$ cat src/sv/gba_pkg.sv
// shared types, codes and defaults for the grouped bitmap id allocator
package gba_pkg;

    localparam int NUM_IDS_DEF = 128;

    localparam int CFG_DATA_W = 8;
    localparam int CFG_IDX_W  = 3;
    localparam int START_W    = 7;
    localparam int COUNT_W    = 8;
    localparam int NUMBER_W   = 8;
    localparam int STATUS_W   = 2;
    localparam int GRANT_W    = 7;

    localparam logic [CFG_IDX_W-1:0] REG_GROUP_ONE_COUNT   = 3'd0;
    localparam logic [CFG_IDX_W-1:0] REG_GROUP_TWO_START   = 3'd1;
    localparam logic [CFG_IDX_W-1:0] REG_GROUP_TWO_COUNT   = 3'd2;
    localparam logic [CFG_IDX_W-1:0] REG_GROUP_THREE_START = 3'd3;
    localparam logic [CFG_IDX_W-1:0] REG_GROUP_THREE_COUNT = 3'd4;

    localparam logic [COUNT_W-1:0] GROUP_ONE_COUNT_RST   = 8'd32;
    localparam logic [START_W-1:0] GROUP_TWO_START_RST   = 7'd32;
    localparam logic [COUNT_W-1:0] GROUP_TWO_COUNT_RST   = 8'd48;
    localparam logic [START_W-1:0] GROUP_THREE_START_RST = 7'd80;
    localparam logic [COUNT_W-1:0] GROUP_THREE_COUNT_RST = 8'd48;

    localparam logic FUNC_ALLOC   = 1'b0;
    localparam logic FUNC_RELEASE = 1'b1;

    localparam logic [STATUS_W-1:0] STATUS_OK        = 2'd0;
    localparam logic [STATUS_W-1:0] STATUS_EXHAUSTED = 2'd1;
    localparam logic [STATUS_W-1:0] STATUS_RANGE     = 2'd2;

    typedef struct packed {
        logic [COUNT_W-1:0] group_one_count;
        logic [START_W-1:0] group_two_start;
        logic [COUNT_W-1:0] group_two_count;
        logic [START_W-1:0] group_three_start;
        logic [COUNT_W-1:0] group_three_count;
    } grp_cfg_t;

    typedef struct packed {
        logic rd_en;
        logic wr_en;
        logic wr_bit;
    } map_ctl_t;

endpackage

$ cat src/sv/grouped_bitmap_id_allocator_top.sv
// top level: configuration registers, sequencer and usage map
//
// After reset the block sweeps the usage map clear, one id per clock, and busy
// stays high until the whole map is clear. An item is taken when start is high
// and busy is low. A release is handled in the idle state: done pulses on the
// next cycle and busy never rises. An allocate walks the three ranges in
// priority order through the single map read port, one id per cycle; each
// range starts with a load step before its scan, and a free id near the bottom
// of range one is found soonest. done is a single-cycle strobe with status and
// granted_number; it cannot be held off, so the user must capture it. busy
// drops in the same cycle as done.
module grouped_bitmap_id_allocator_top
    import gba_pkg::*;
#(
    parameter int NUM_IDS = NUM_IDS_DEF
)
(
    input  logic                  clk,
    input  logic                  rst_n,
    input  logic                  start,
    output logic                  busy,
    input  logic                  func,
    input  logic [NUMBER_W-1:0]   release_number,
    output logic                  done,
    output logic [STATUS_W-1:0]   status,
    output logic [GRANT_W-1:0]    granted_number,
    input  logic                  cfg_we,
    input  logic [CFG_IDX_W-1:0]  cfg_index,
    input  logic [CFG_DATA_W-1:0] cfg_data
);

    localparam int AW = (NUM_IDS > 1) ? $clog2(NUM_IDS) : 1;

    logic [COUNT_W-1:0] group_one_count_reg;
    logic [START_W-1:0] group_two_start_reg;
    logic [COUNT_W-1:0] group_two_count_reg;
    logic [START_W-1:0] group_three_start_reg;
    logic [COUNT_W-1:0] group_three_count_reg;

    grp_cfg_t      cfg;
    map_ctl_t      ctl;
    logic [AW-1:0] rd_addr;
    logic [AW-1:0] wr_addr;
    logic          rd_bit;

    always_ff @(posedge clk or negedge rst_n)
    begin
        if (!rst_n)
        begin
            group_one_count_reg   <= GROUP_ONE_COUNT_RST;
            group_two_start_reg   <= GROUP_TWO_START_RST;
            group_two_count_reg   <= GROUP_TWO_COUNT_RST;
            group_three_start_reg <= GROUP_THREE_START_RST;
            group_three_count_reg <= GROUP_THREE_COUNT_RST;
        end
        else if (cfg_we)
        begin
            unique case (cfg_index)
                REG_GROUP_ONE_COUNT:   group_one_count_reg   <= cfg_data;
                REG_GROUP_TWO_START:   group_two_start_reg   <= cfg_data[START_W-1:0];
                REG_GROUP_TWO_COUNT:   group_two_count_reg   <= cfg_data;
                REG_GROUP_THREE_START: group_three_start_reg <= cfg_data[START_W-1:0];
                REG_GROUP_THREE_COUNT: group_three_count_reg <= cfg_data;
                default:
                begin
                end
            endcase
        end
    end

    assign cfg.group_one_count   = group_one_count_reg;
    assign cfg.group_two_start   = group_two_start_reg;
    assign cfg.group_two_count   = group_two_count_reg;
    assign cfg.group_three_start = group_three_start_reg;
    assign cfg.group_three_count = group_three_count_reg;

    gba_seq #(
        .NUM_IDS (NUM_IDS)
    ) u_seq (
        .clk            (clk),
        .rst_n          (rst_n),
        .start          (start),
        .func           (func),
        .release_number (release_number),
        .cfg            (cfg),
        .rd_bit         (rd_bit),
        .ctl            (ctl),
        .rd_addr        (rd_addr),
        .wr_addr        (wr_addr),
        .busy           (busy),
        .done           (done),
        .status         (status),
        .granted_number (granted_number)
    );

    gba_map #(
        .NUM_IDS (NUM_IDS)
    ) u_map (
        .clk     (clk),
        .ctl     (ctl),
        .rd_addr (rd_addr),
        .wr_addr (wr_addr),
        .rd_bit  (rd_bit)
    );

endmodule

$ cat src/sv/gba_map.sv
// one-bit-per-id usage map memory with one write and one registered read port
module gba_map
    import gba_pkg::*;
#(
    parameter int NUM_IDS = NUM_IDS_DEF,
    localparam int AW = (NUM_IDS > 1) ? $clog2(NUM_IDS) : 1
)
(
    input  logic           clk,
    input  map_ctl_t       ctl,
    input  logic [AW-1:0]  rd_addr,
    input  logic [AW-1:0]  wr_addr,
    output logic           rd_bit
);

    logic mem [NUM_IDS];
    logic rd_bit_reg;

    always_ff @(posedge clk)
    begin
        if (ctl.wr_en)
        begin
            mem[wr_addr] <= ctl.wr_bit;
        end
        if (ctl.rd_en)
        begin
            rd_bit_reg <= mem[rd_addr];
        end
    end

    assign rd_bit = rd_bit_reg;

endmodule

$ cat src/sv/gba_seq.sv
// sequencer: map clear, release, and one-id-per-cycle range scan for allocate
module gba_seq
    import gba_pkg::*;
#(
    parameter int NUM_IDS = NUM_IDS_DEF,
    localparam int AW = (NUM_IDS > 1) ? $clog2(NUM_IDS) : 1,
    localparam int SPAN_W = ($clog2(NUM_IDS) + 1 > 9) ? $clog2(NUM_IDS) + 1 : 9
)
(
    input  logic                 clk,
    input  logic                 rst_n,
    input  logic                 start,
    input  logic                 func,
    input  logic [NUMBER_W-1:0]  release_number,
    input  grp_cfg_t             cfg,
    input  logic                 rd_bit,
    output map_ctl_t             ctl,
    output logic [AW-1:0]        rd_addr,
    output logic [AW-1:0]        wr_addr,
    output logic                 busy,
    output logic                 done,
    output logic [STATUS_W-1:0]  status,
    output logic [GRANT_W-1:0]   granted_number
);

    localparam logic [1:0] ST_IDLE  = 2'd0;
    localparam logic [1:0] ST_CLEAR = 2'd1;
    localparam logic [1:0] ST_LOAD  = 2'd2;
    localparam logic [1:0] ST_SCAN  = 2'd3;

    localparam logic [1:0] GRP_ONE   = 2'd0;
    localparam logic [1:0] GRP_TWO   = 2'd1;
    localparam logic [1:0] GRP_THREE = 2'd2;

    localparam logic [SPAN_W-1:0] NUM_EXT  = SPAN_W'(NUM_IDS);
    localparam logic [SPAN_W-1:0] LAST_EXT = SPAN_W'(NUM_IDS - 1);

    logic [1:0]          state_reg, state_next;
    logic [1:0]          grp_reg, grp_next;
    logic [SPAN_W-1:0]   idx_reg, idx_next;
    logic [SPAN_W-1:0]   end_reg, end_next;
    logic                probe_vld_reg, probe_vld_next;
    logic [SPAN_W-1:0]   probe_idx_reg, probe_idx_next;
    logic                done_reg, done_next;
    logic [STATUS_W-1:0] status_reg, status_next;
    logic [GRANT_W-1:0]  granted_reg, granted_next;

    logic [START_W-1:0]  start_sel;
    logic [COUNT_W-1:0]  count_sel;
    logic [SPAN_W-1:0]   span_sum;
    logic [SPAN_W-1:0]   span_lim;
    logic [SPAN_W-1:0]   rel_ext;
    logic                found;

    always_comb
    begin
        unique case (grp_reg)
            GRP_ONE:
            begin
                start_sel = '0;
                count_sel = cfg.group_one_count;
            end
            GRP_TWO:
            begin
                start_sel = cfg.group_two_start;
                count_sel = cfg.group_two_count;
            end
            GRP_THREE:
            begin
                start_sel = cfg.group_three_start;
                count_sel = cfg.group_three_count;
            end
            default:
            begin
                start_sel = '0;
                count_sel = '0;
            end
        endcase
    end

    // range end, clipped to the map size
    assign span_sum = SPAN_W'(start_sel) + SPAN_W'(count_sel);
    assign span_lim = (span_sum > NUM_EXT) ? NUM_EXT : span_sum;
    assign rel_ext  = SPAN_W'(release_number);
    assign found    = probe_vld_reg && !rd_bit;

    always_comb
    begin
        state_next     = state_reg;
        grp_next       = grp_reg;
        idx_next       = idx_reg;
        end_next       = end_reg;
        probe_vld_next = probe_vld_reg;
        probe_idx_next = probe_idx_reg;
        done_next      = 1'b0;
        status_next    = status_reg;
        granted_next   = granted_reg;
        ctl            = '0;
        rd_addr        = idx_reg[AW-1:0];
        wr_addr        = idx_reg[AW-1:0];

        unique case (state_reg)
            ST_CLEAR:
            begin
                ctl.wr_en  = 1'b1;
                ctl.wr_bit = 1'b0;
                if (idx_reg == LAST_EXT)
                begin
                    idx_next   = '0;
                    state_next = ST_IDLE;
                end
                else
                begin
                    idx_next = idx_reg + SPAN_W'(1);
                end
            end
            ST_IDLE:
            begin
                if (start)
                begin
                    if (func == FUNC_RELEASE)
                    begin
                        done_next    = 1'b1;
                        granted_next = '0;
                        if (rel_ext >= NUM_EXT)
                        begin
                            status_next = STATUS_RANGE;
                        end
                        else
                        begin
                            ctl.wr_en   = 1'b1;
                            ctl.wr_bit  = 1'b0;
                            wr_addr     = rel_ext[AW-1:0];
                            status_next = STATUS_OK;
                        end
                    end
                    else
                    begin
                        grp_next   = GRP_ONE;
                        state_next = ST_LOAD;
                    end
                end
            end
            ST_LOAD:
            begin
                idx_next       = SPAN_W'(start_sel);
                end_next       = span_lim;
                probe_vld_next = 1'b0;
                state_next     = ST_SCAN;
            end
            ST_SCAN:
            begin
                if (found)
                begin
                    ctl.wr_en      = 1'b1;
                    ctl.wr_bit     = 1'b1;
                    wr_addr        = probe_idx_reg[AW-1:0];
                    done_next      = 1'b1;
                    status_next    = STATUS_OK;
                    granted_next   = probe_idx_reg[GRANT_W-1:0];
                    probe_vld_next = 1'b0;
                    state_next     = ST_IDLE;
                end
                else if (idx_reg < end_reg)
                begin
                    ctl.rd_en      = 1'b1;
                    rd_addr        = idx_reg[AW-1:0];
                    probe_vld_next = 1'b1;
                    probe_idx_next = idx_reg;
                    idx_next       = idx_reg + SPAN_W'(1);
                end
                else
                begin
                    probe_vld_next = 1'b0;
                    unique case (grp_reg)
                        GRP_ONE:
                        begin
                            grp_next   = GRP_TWO;
                            state_next = ST_LOAD;
                        end
                        GRP_TWO:
                        begin
                            grp_next   = GRP_THREE;
                            state_next = ST_LOAD;
                        end
                        default:
                        begin
                            done_next    = 1'b1;
                            status_next  = STATUS_EXHAUSTED;
                            granted_next = '0;
                            state_next   = ST_IDLE;
                        end
                    endcase
                end
            end
            default:
            begin
                state_next = ST_IDLE;
            end
        endcase
    end

    always_ff @(posedge clk or negedge rst_n)
    begin
        if (!rst_n)
        begin
            state_reg     <= ST_CLEAR;
            grp_reg       <= GRP_ONE;
            idx_reg       <= '0;
            probe_vld_reg <= 1'b0;
            done_reg      <= 1'b0;
        end
        else
        begin
            state_reg     <= state_next;
            grp_reg       <= grp_next;
            idx_reg       <= idx_next;
            probe_vld_reg <= probe_vld_next;
            done_reg      <= done_next;
        end
    end

    always_ff @(posedge clk)
    begin
        end_reg       <= end_next;
        probe_idx_reg <= probe_idx_next;
        status_reg    <= status_next;
        granted_reg   <= granted_next;
    end

    assign busy           = (state_reg != ST_IDLE);
    assign done           = done_reg;
    assign status         = status_reg;
    assign granted_number = granted_reg;

endmodule
$ cat config.mk
export PLATFORM = sky130hd
export DESIGN_NAME = grouped_bitmap_id_allocator_top
export DESIGN_NICKNAME = d
export VERILOG_FILES = /design/src/sv/gba_pkg.sv /design/src/sv/grouped_bitmap_id_allocator_top.sv /design/src/sv/gba_map.sv /design/src/sv/gba_seq.sv
export SDC_FILE = /design/constraint.sdc
export NUM_CORES = 1
export LEC_CHECK = 0
export BUFFER_PORTS_ARGS = -buffer_cell sky130_fd_sc_hd__buf_2
export CAP_MARGIN = 20
export CORE_ASPECT_RATIO = 0.6
export CORE_UTILIZATION = 37
export CTS_BUF_LIST = sky130_fd_sc_hd__clkbuf_16
export CTS_CLUSTER_SIZE = 25
export DETAILED_ROUTE_END_ITERATION = 10
export SETUP_SLACK_MARGIN = 0.2
export SLEW_MARGIN = 30
export SYNTH_ARGS = -nofsm -noshare
export SYNTH_HDL_FRONTEND = slang
export SYNTH_SLANG_ARGS = --single-unit
export TNS_END_PERCENT = 100
$ cat constraint.sdc
create_clock -name clk -period 3.9 [get_ports clk]
set_clock_uncertainty 0.15 [all_clocks]
set_input_delay 0.585 -clock clk [delete_from_list [all_inputs] [get_ports clk]]
set_output_delay 0.585 -clock clk [all_outputs]
set_load 0.1 [all_outputs]
# After elaboration in Yosys (flattened, before gate mapping)
# Memory sizes are Yosys's and may differ from the RTL's. A register that Yosys moved wholly into a read port is not among the register bits.
# Cells that the tools add are included.
[classes]
shift = 0
magnitude_cmp = 3
n_div = 0
n_reduce_logical = 20
mul = 0
muxes = 54
add_sub_neg = 2
eq_ne = 20
bitwise = 1
[op_table]
columns = ["operator", "count"]
rows = [
  ["two-way mux 7 bit", 9],
  ["one-hot mux 7 bit (2 select lines)", 3],
  ["two-way mux 2 bit", 20],
  ["two-way mux 9 bit", 3],
  ["one-hot mux 9 bit (3 select lines)", 1],
  ["one-hot mux 8 bit (3 select lines)", 1],
  ["one-hot mux 2 bit (2 select lines)", 3],
  ["two-way mux 1 bit", 10],
  ["!= test 2 bit (second input constant)", 5],
  ["AND reduction 2 bit", 5],
  ["adder 7 x 8 -> 9 bit", 1],
  ["adder 9 x 1 -> 9 bit (second input constant)", 1],
  ["equality test 9 x 7 -> 1 bit (second input constant)", 1],
  ["> comparator 9 x 8 -> 1 bit (second input constant)", 1],
  ["< comparator 9 bit", 1],
  [">= comparator 8 bit (second input constant)", 1],
  ["one-hot mux 2 bit (4 select lines)", 1],
  ["equality test 2 bit (second input constant)", 3],
  ["equality test 3 x 2 -> 1 bit (second input constant)", 2],
  ["!= test 3 x 2 -> 1 bit (second input constant)", 2],
  ["one-hot mux 2 bit (3 select lines)", 1],
  ["AND reduction 3 bit", 2],
  ["AND reduction 6 bit", 1],
  ["nonzero test 2 bit", 3],
  ["15 further kinds", 19],
]
[totals]
regBits = 78
ramBits = 128
in_bits = 24
memories = 1
word_cells = 115
latchBits = 0
output_inout_bits = 11
mem_bits_ro = 0
[memory_table]
columns = ["memory", "depth", "word_bits", "rd", "rd_clocked_by_memory_dff", "write_ports", "line_no", "text"]
rows = [
  ["u_map.mem", 128, 1, 1, 1, 1, "gba_map.sv:16", "logic mem [NUM_IDS];"],
]

# Depth between registers and ports, before layout
[depth]
word_depth = 7
ltp_mapped = 16
ltp_nobuf = 13

# Hierarchy
# Synthesis repeated with hierarchy kept, for this count alone.
[unflattened]
cells_unflattened = 780
area_unflattened_um2 = 10038.4
[by_module_without_submodules]
columns = ["module", "seq_area_each_um2", "instances", "area_each_um2", "cells_each"]
rows = [
  ["gba_map", 3873.7, 1, 5729.2, 395],
  ["gba_seq", 1127.3, 1, 2842.7, 301],
  ["grouped_bitmap_id_allocator_top", 960.9, 1, 1466.4, 84],
]

# Worst setup path before layout
# No wires, ideal clock.
[synth_timing]
path_kind = "reg2reg"
start = "register u_seq.state_reg[0]"
end = "memory u_map.mem[72] (enable)"
t_required_ns = 3.450
path_slack_ns = -0.147
path_stages_with_launch = 9
synth_period_minus_slack_ns = 4.047
path_buffers = 2
t_arrival_ns = 3.597
setup_time_ns = 0.300
path_cell_list = "dfstp_2 -> ha_1 -> clkbuf_1 -> and2_1 -> nor3_1 -> nor3_2 -> nand2_1 -> clkbuf_1 -> nor2_1"
[synth_between]
elab_chain_len = 4
word_cells_on_any_way = 7
cone_classes = "eq/ne (2); mux (4); reduce/logical (1)"
[synth_lines]
columns = ["item", "line_no", "text"]
rows = [
  ["start: declaration", "gba_seq.sv:38", "logic [1:0] state_reg, state_next;"],
  ["start signal: assignment", "gba_seq.sv:215", "state_reg <= state_next;"],
  ["equality test 2 bit (tied with other cells)", "gba_seq.sv:102", "unique case (state_reg)"],
  ["one-hot mux 2 bit (3 select lines)", "gba_seq.sv:102", ""],
  ["two-way mux 1 bit", "gba_map.sv:21", "if (ctl.wr_en)"],
  ["two-way mux 1 bit (not written as such)", "gba_map.sv:23", "mem[wr_addr] <= ctl.wr_bit;"],
  ["end: declaration", "gba_map.sv:16", ""],
]
# Parallel ways exist; a longest one is shown, timed or not.

# Worst setup path after layout
[layout_timing]
start = "register u_seq.grp_reg[0]"
end = "register u_seq.end_reg[7] (data pin)"
[layout_between]
elab_chain_len = 4
word_cells_on_any_way = 7
cone_classes = "add/sub (1); order compare (1); eq/ne (2); mux (2); reduce/logical (1)"
[layout_lines]
columns = ["item", "line_no", "text"]
rows = [
  ["start: declaration", "gba_seq.sv:39", "logic [1:0] grp_reg, grp_next;"],
  ["start signal: assignment", "gba_seq.sv:216", "grp_reg <= grp_next;"],
  ["equality test 2 bit (tied with other cells)", "gba_seq.sv:57", "unique case (grp_reg)"],
  ["one-hot mux 8 bit (3 select lines) or one-hot mux 7 bit (2 select lines) (tied branches)", "gba_seq.sv:57", ""],
  ["adder 7 x 8 -> 9 bit (*)", "gba_seq.sv:82", "assign span_sum = SPAN_W'(start_sel) + SPAN_W'(count_sel);"],
  ["> comparator 9 x 8 -> 1 bit", "gba_seq.sv:83", "assign span_lim = (span_sum > NUM_EXT) ? NUM_EXT : span_sum;"],
  ["end signal: assignment", "gba_seq.sv:225", "end_reg <= end_next;"],
  ["end: declaration", "gba_seq.sv:41", "logic [SPAN_W-1:0] end_reg, end_next;"],
]
# Mark *: on every way between the ends. The rest lies on a longest branch, timed or not.
# A chain may end at the register's enable or synchronous reset.

==> run summary <==
In the post-synthesis netlist, the biggest area contributors are edfxtp_1 47%, dfrtp_1 11%, nor2_1 6.2%. The areal power density over the cells was 646 nW/um^2; the number of max-cap violations was 0. The run gives 6161 as the overall via count from detail_route. Grouping stages by cell kind, the critical path spends the most delay in compound AO/OA/AOI/OAI gates.

Largest fanout on the critical path: 13. The number of flip-flops under the largest register name came out at 128. Leaving out fill and tap cells, the most frequent cell in the layout is nor2_1.

The compound-gate portion of the synthesized area was 6.39%. Clock tree synthesis selected as its root buffer the cell clkbuf_16. Leaving out filler cells and counting taps, the final layout contains 1159.

Endpoint of the lowest-slack register-to-register path: u_seq.end_reg[7]. The number of nets in the layout was 844; the mean area per synthesized cell was 13.2 um^2. The layer flagged by global routing as most heavily used is met1. The first global-routing pass estimated 35.6 mm of wire.

The largest individual stage delay along the critical path comes from the cell or4_1. Once detail routing completed, the nets flagged for antenna violations numbered 0. After clock tree synthesis, the flow added hold-fix buffers numbering 0.

The number of nets handed over by synthesis was 797. Setup repair after global routing left no endpoint under its margin. The tools report the power spent charging and discharging nets as 0.00253 W.

Of the total power, the share spent switching nets is 35.3%. The DRC violations left was 0; the detailed-route vias per instance was 5.32. Measured against the total synthesized area, the mux share comes to 14.0%. The remaining max-slew budget at the tightest pin was 38.6%; the flop and latch count out of synthesis was 207. The number of flops mapped to enable cells by yosys was 154; the antenna cell count was 0.

The CTS clock-pin slew for the worst setup and hold paths was 0.07 ns; the final estimated routing congestion in global placement was 0.802. First element of the critical path: u_seq.grp_reg[0]. From synthesis to final layout, the design area changed by 12.8%. Global routing used 3.43% of the available met3 tracks.

The first detailed-routing pass ran for 6 iterations. Number of input and output port buffers inserted: 34. The die width is 212 um. The cell internal power dissipation is 0.00464 W. Die footprint: 27300 um^2. The routing usage on met1 was 28.4%; the share of the synthesized area in the top cell type was 47.0%. After detailed placement, the design holds a cell count of 1122.

The run finished with clean final reports. The tools report the number of buffers added by the clock tree synthesis step as 21. The area of all placed cells without fillers was 11100 um^2; the violation count after the first detailed-routing iteration was 712. Power comes to 0.00717 W. The clock tree buffer depth is 3, and the post-synthesis async set-or-reset flop share is 25.6%.

The final number of setup-violating endpoints was 0. The worst setup path is captured at a register. Startpoint type of the worst setup path: a register.

IR analysis of the VDD net gives a maximum drop of 391 uV. Summed over all nets, the half-perimeter wirelength after detailed placement is 14.6 mm. The final max-slew violation count is 0. The core region is 25700 um^2.

In the final layout, the share of cells above drive strength 1 is 22.1%. Across all setup checks in the final design, the least slack found is 0.391 ns. Walking the worst path, the cells encountered are inv_1 -> ha_2 -> buf_4 -> a222oi_1 -> nor2_1 -> fa_2 -> a21o_1 -> a21oi_2 -> nor2b_1 -> o21a_1 -> or4_1 -> o31a_1. In the global route stage, met2 resource usage came out at 22.8%.

Entering global routing, the biggest net connects 77 pins. For the worst setup path, the data arrival time is 3.56 ns. The tools report the source-to-sink clock delay at the later pin of the worst-skew pair as 0.49 ns. The run gives 60.6% as the sequential cell area fraction in the yosys report. The largest family of logic cells by synthesized area is multiplexers. The share of total power dissipated in the clock network is 26.3%.

The worst slack at placement was 0.264 ns. TritonCTS built the clock tree. The total clock sinks was 207; the share of power burned in combinational logic was 34.0%. The critical path class was reg2reg.

On the worst path, the slowest cell contributes a delay of 0.46 ns. Synthesis instantiated 56 different standard cells from the library. Final period demand of the worst path: 3.51 ns. In the final routed layout, each cell accounts on average for 19.3 um.

After layout, the worst path uses 90.0% of the clock period. At the worst endpoint, the required time is 3.95 ns. In the global route stage, overall resource usage came out at 17.2%. The initial antenna violation count is 0. Summing all placed instances gives a cell area of 10500 um^2. The prevailing post-synth register cell is edfxtp_1.

The initialized floorplan defines 45 standard-cell rows. The most critical setup path has its endpoint at u_seq.end_reg[7]. The number of H-tree levels is 1, and the area fraction in and, or, nand and nor cells after synthesis is 12.3%.

The number of endpoints with negative hold slack in the final report was 0. The worst register-to-register path has a setup slack of 0.39 ns. In the final timing run, aggregate negative setup slack is 0 ns. The cell count after synthesis came out at 747. The number of global-route vias before repair came out at 6058. The total overflow left after global routing is 0. In the layout the commonest cells are 163 x nor2_1, 154 x edfxtp_1, 42 x dfrtp_1.

The critical path buffer and inverter count was 2; the cell count of the worst reg-to-reg path was 12. Classification of the worst-slack hold path: in2async. For this design the static power due to leakage is 4.12 nW.

The logs give 9830 um^2 for the mapped cell area and 22.4 mm for the routed wire length. At the pin with the least slew margin, the transition time is 0.918 ns. The critical path runs through a total of 12 cells. The arithmetic-cell share of the synthesized area counting full adders, half adders and majority gates was 3.38%; the number of top-level design ports was 35. The run gives 0 as the count of warnings emitted by yosys. The synthesized-area fraction occupied by xor and xnor cells was 0.445%.

The starting density of the core was 38.3%. The source of the worst register-to-register timing path was u_seq.grp_reg[0]. Static timing analysis puts the maximum clock frequency at 0.285 GHz. The sequential share of power is 39.8%, and the die span in y is 128 um. The cell type with the highest aggregate area in the netlist is edfxtp_1.
per-layer routing:
layer,share of wire [%],wire [um]
met4,1.4,322
met2,39,8740
met3,6.5,1460
met1,53,11900
met5,0,0
how the worst min path moves through the flow:
stage	cells past startpoint	start	slack, ns	endpoint
floorplan	0	rst_n	0.14	group_one_count_reg[0]
global placement	1	u_seq.probe_vld_reg	0.30	u_seq.probe_vld_reg
detailed placement	1	u_seq.probe_vld_reg	0.31	u_seq.probe_vld_reg
CTS	1	rst_n	0.04	group_two_start_reg[1]
global route	1	rst_n	0.11	group_two_start_reg[1]
finish	1	rst_n	0.04	group_two_start_reg[1]
power by group through the flow:
stage | sequential [W] | combinational, W | clock [W]
finish | 0.00285 | 0.00244 | 0.00188
global route | 0.00288 | 0.00267 | 0.00202
CTS | 0.00285 | 0.00244 | 0.00192
detailed placement | 0.00290 | 0.00244 | 0
global placement | 0.00290 | 0.00241 | 0
floorplan | 0.00300 | 0.00168 | 0
repair_timing:
action,in CTS,in global routing
setup buffers,0,1
endpoints found under the setup margin,0,8
gates resized for setup,0,5
synth_stat cells (all sizes together) (2+ instances only):
cell       n
nor2     163
mux2i     11
nand2     40
ha        25
nor3       7
dfstp      9
mux2      41
and2       6
a211oi     3
nor3b      4
xnor2      3
dfrtp     44
o21ai     14
a22o       5
a31oi      3
nand2b     5
buf       20
nor2b     21
clkbuf    18
o31ai      4
and3      13
xor2       2
a21o       7
inv       20
a21oi     22
a22oi      8
edfxtp   154
mux4      34
a222oi     8
o2bb2ai    8
nand3      9
nor4       2
per-stage QoR:
step | util [%] | hold WS [ns]
global placement | 40.7 | 0.303
floorplan | - | 0.139
detailed placement | 40.7 | 0.313
CTS | 43.1 | 0.0385
global route | 43.2 | 0.106
finish | 43.2 | 0.0386
area by class of cell:
type | count | area [um^2]
repair buffers | 62 | 380
clock buffers | 21 | 526
well taps | 352 | 440
flip-flops and latches | 207 | 5960
clock inverters | 15 | 95.1
multi-input cells | 482 | 3610
fillers | 2402 | 14600
inverters | 20 | 75.1
logic make-up after synthesis:
kind of cell	Yosys count
multiplexers	86
AND/OR/NAND/NOR	275
adder cells (fa/ha/maj)	26
other	1
flip-flops	207
XOR/XNOR	5
AO/OA/AOI/OAI	89
buffers and inverters	58
(Power assumes the default switching activity.)
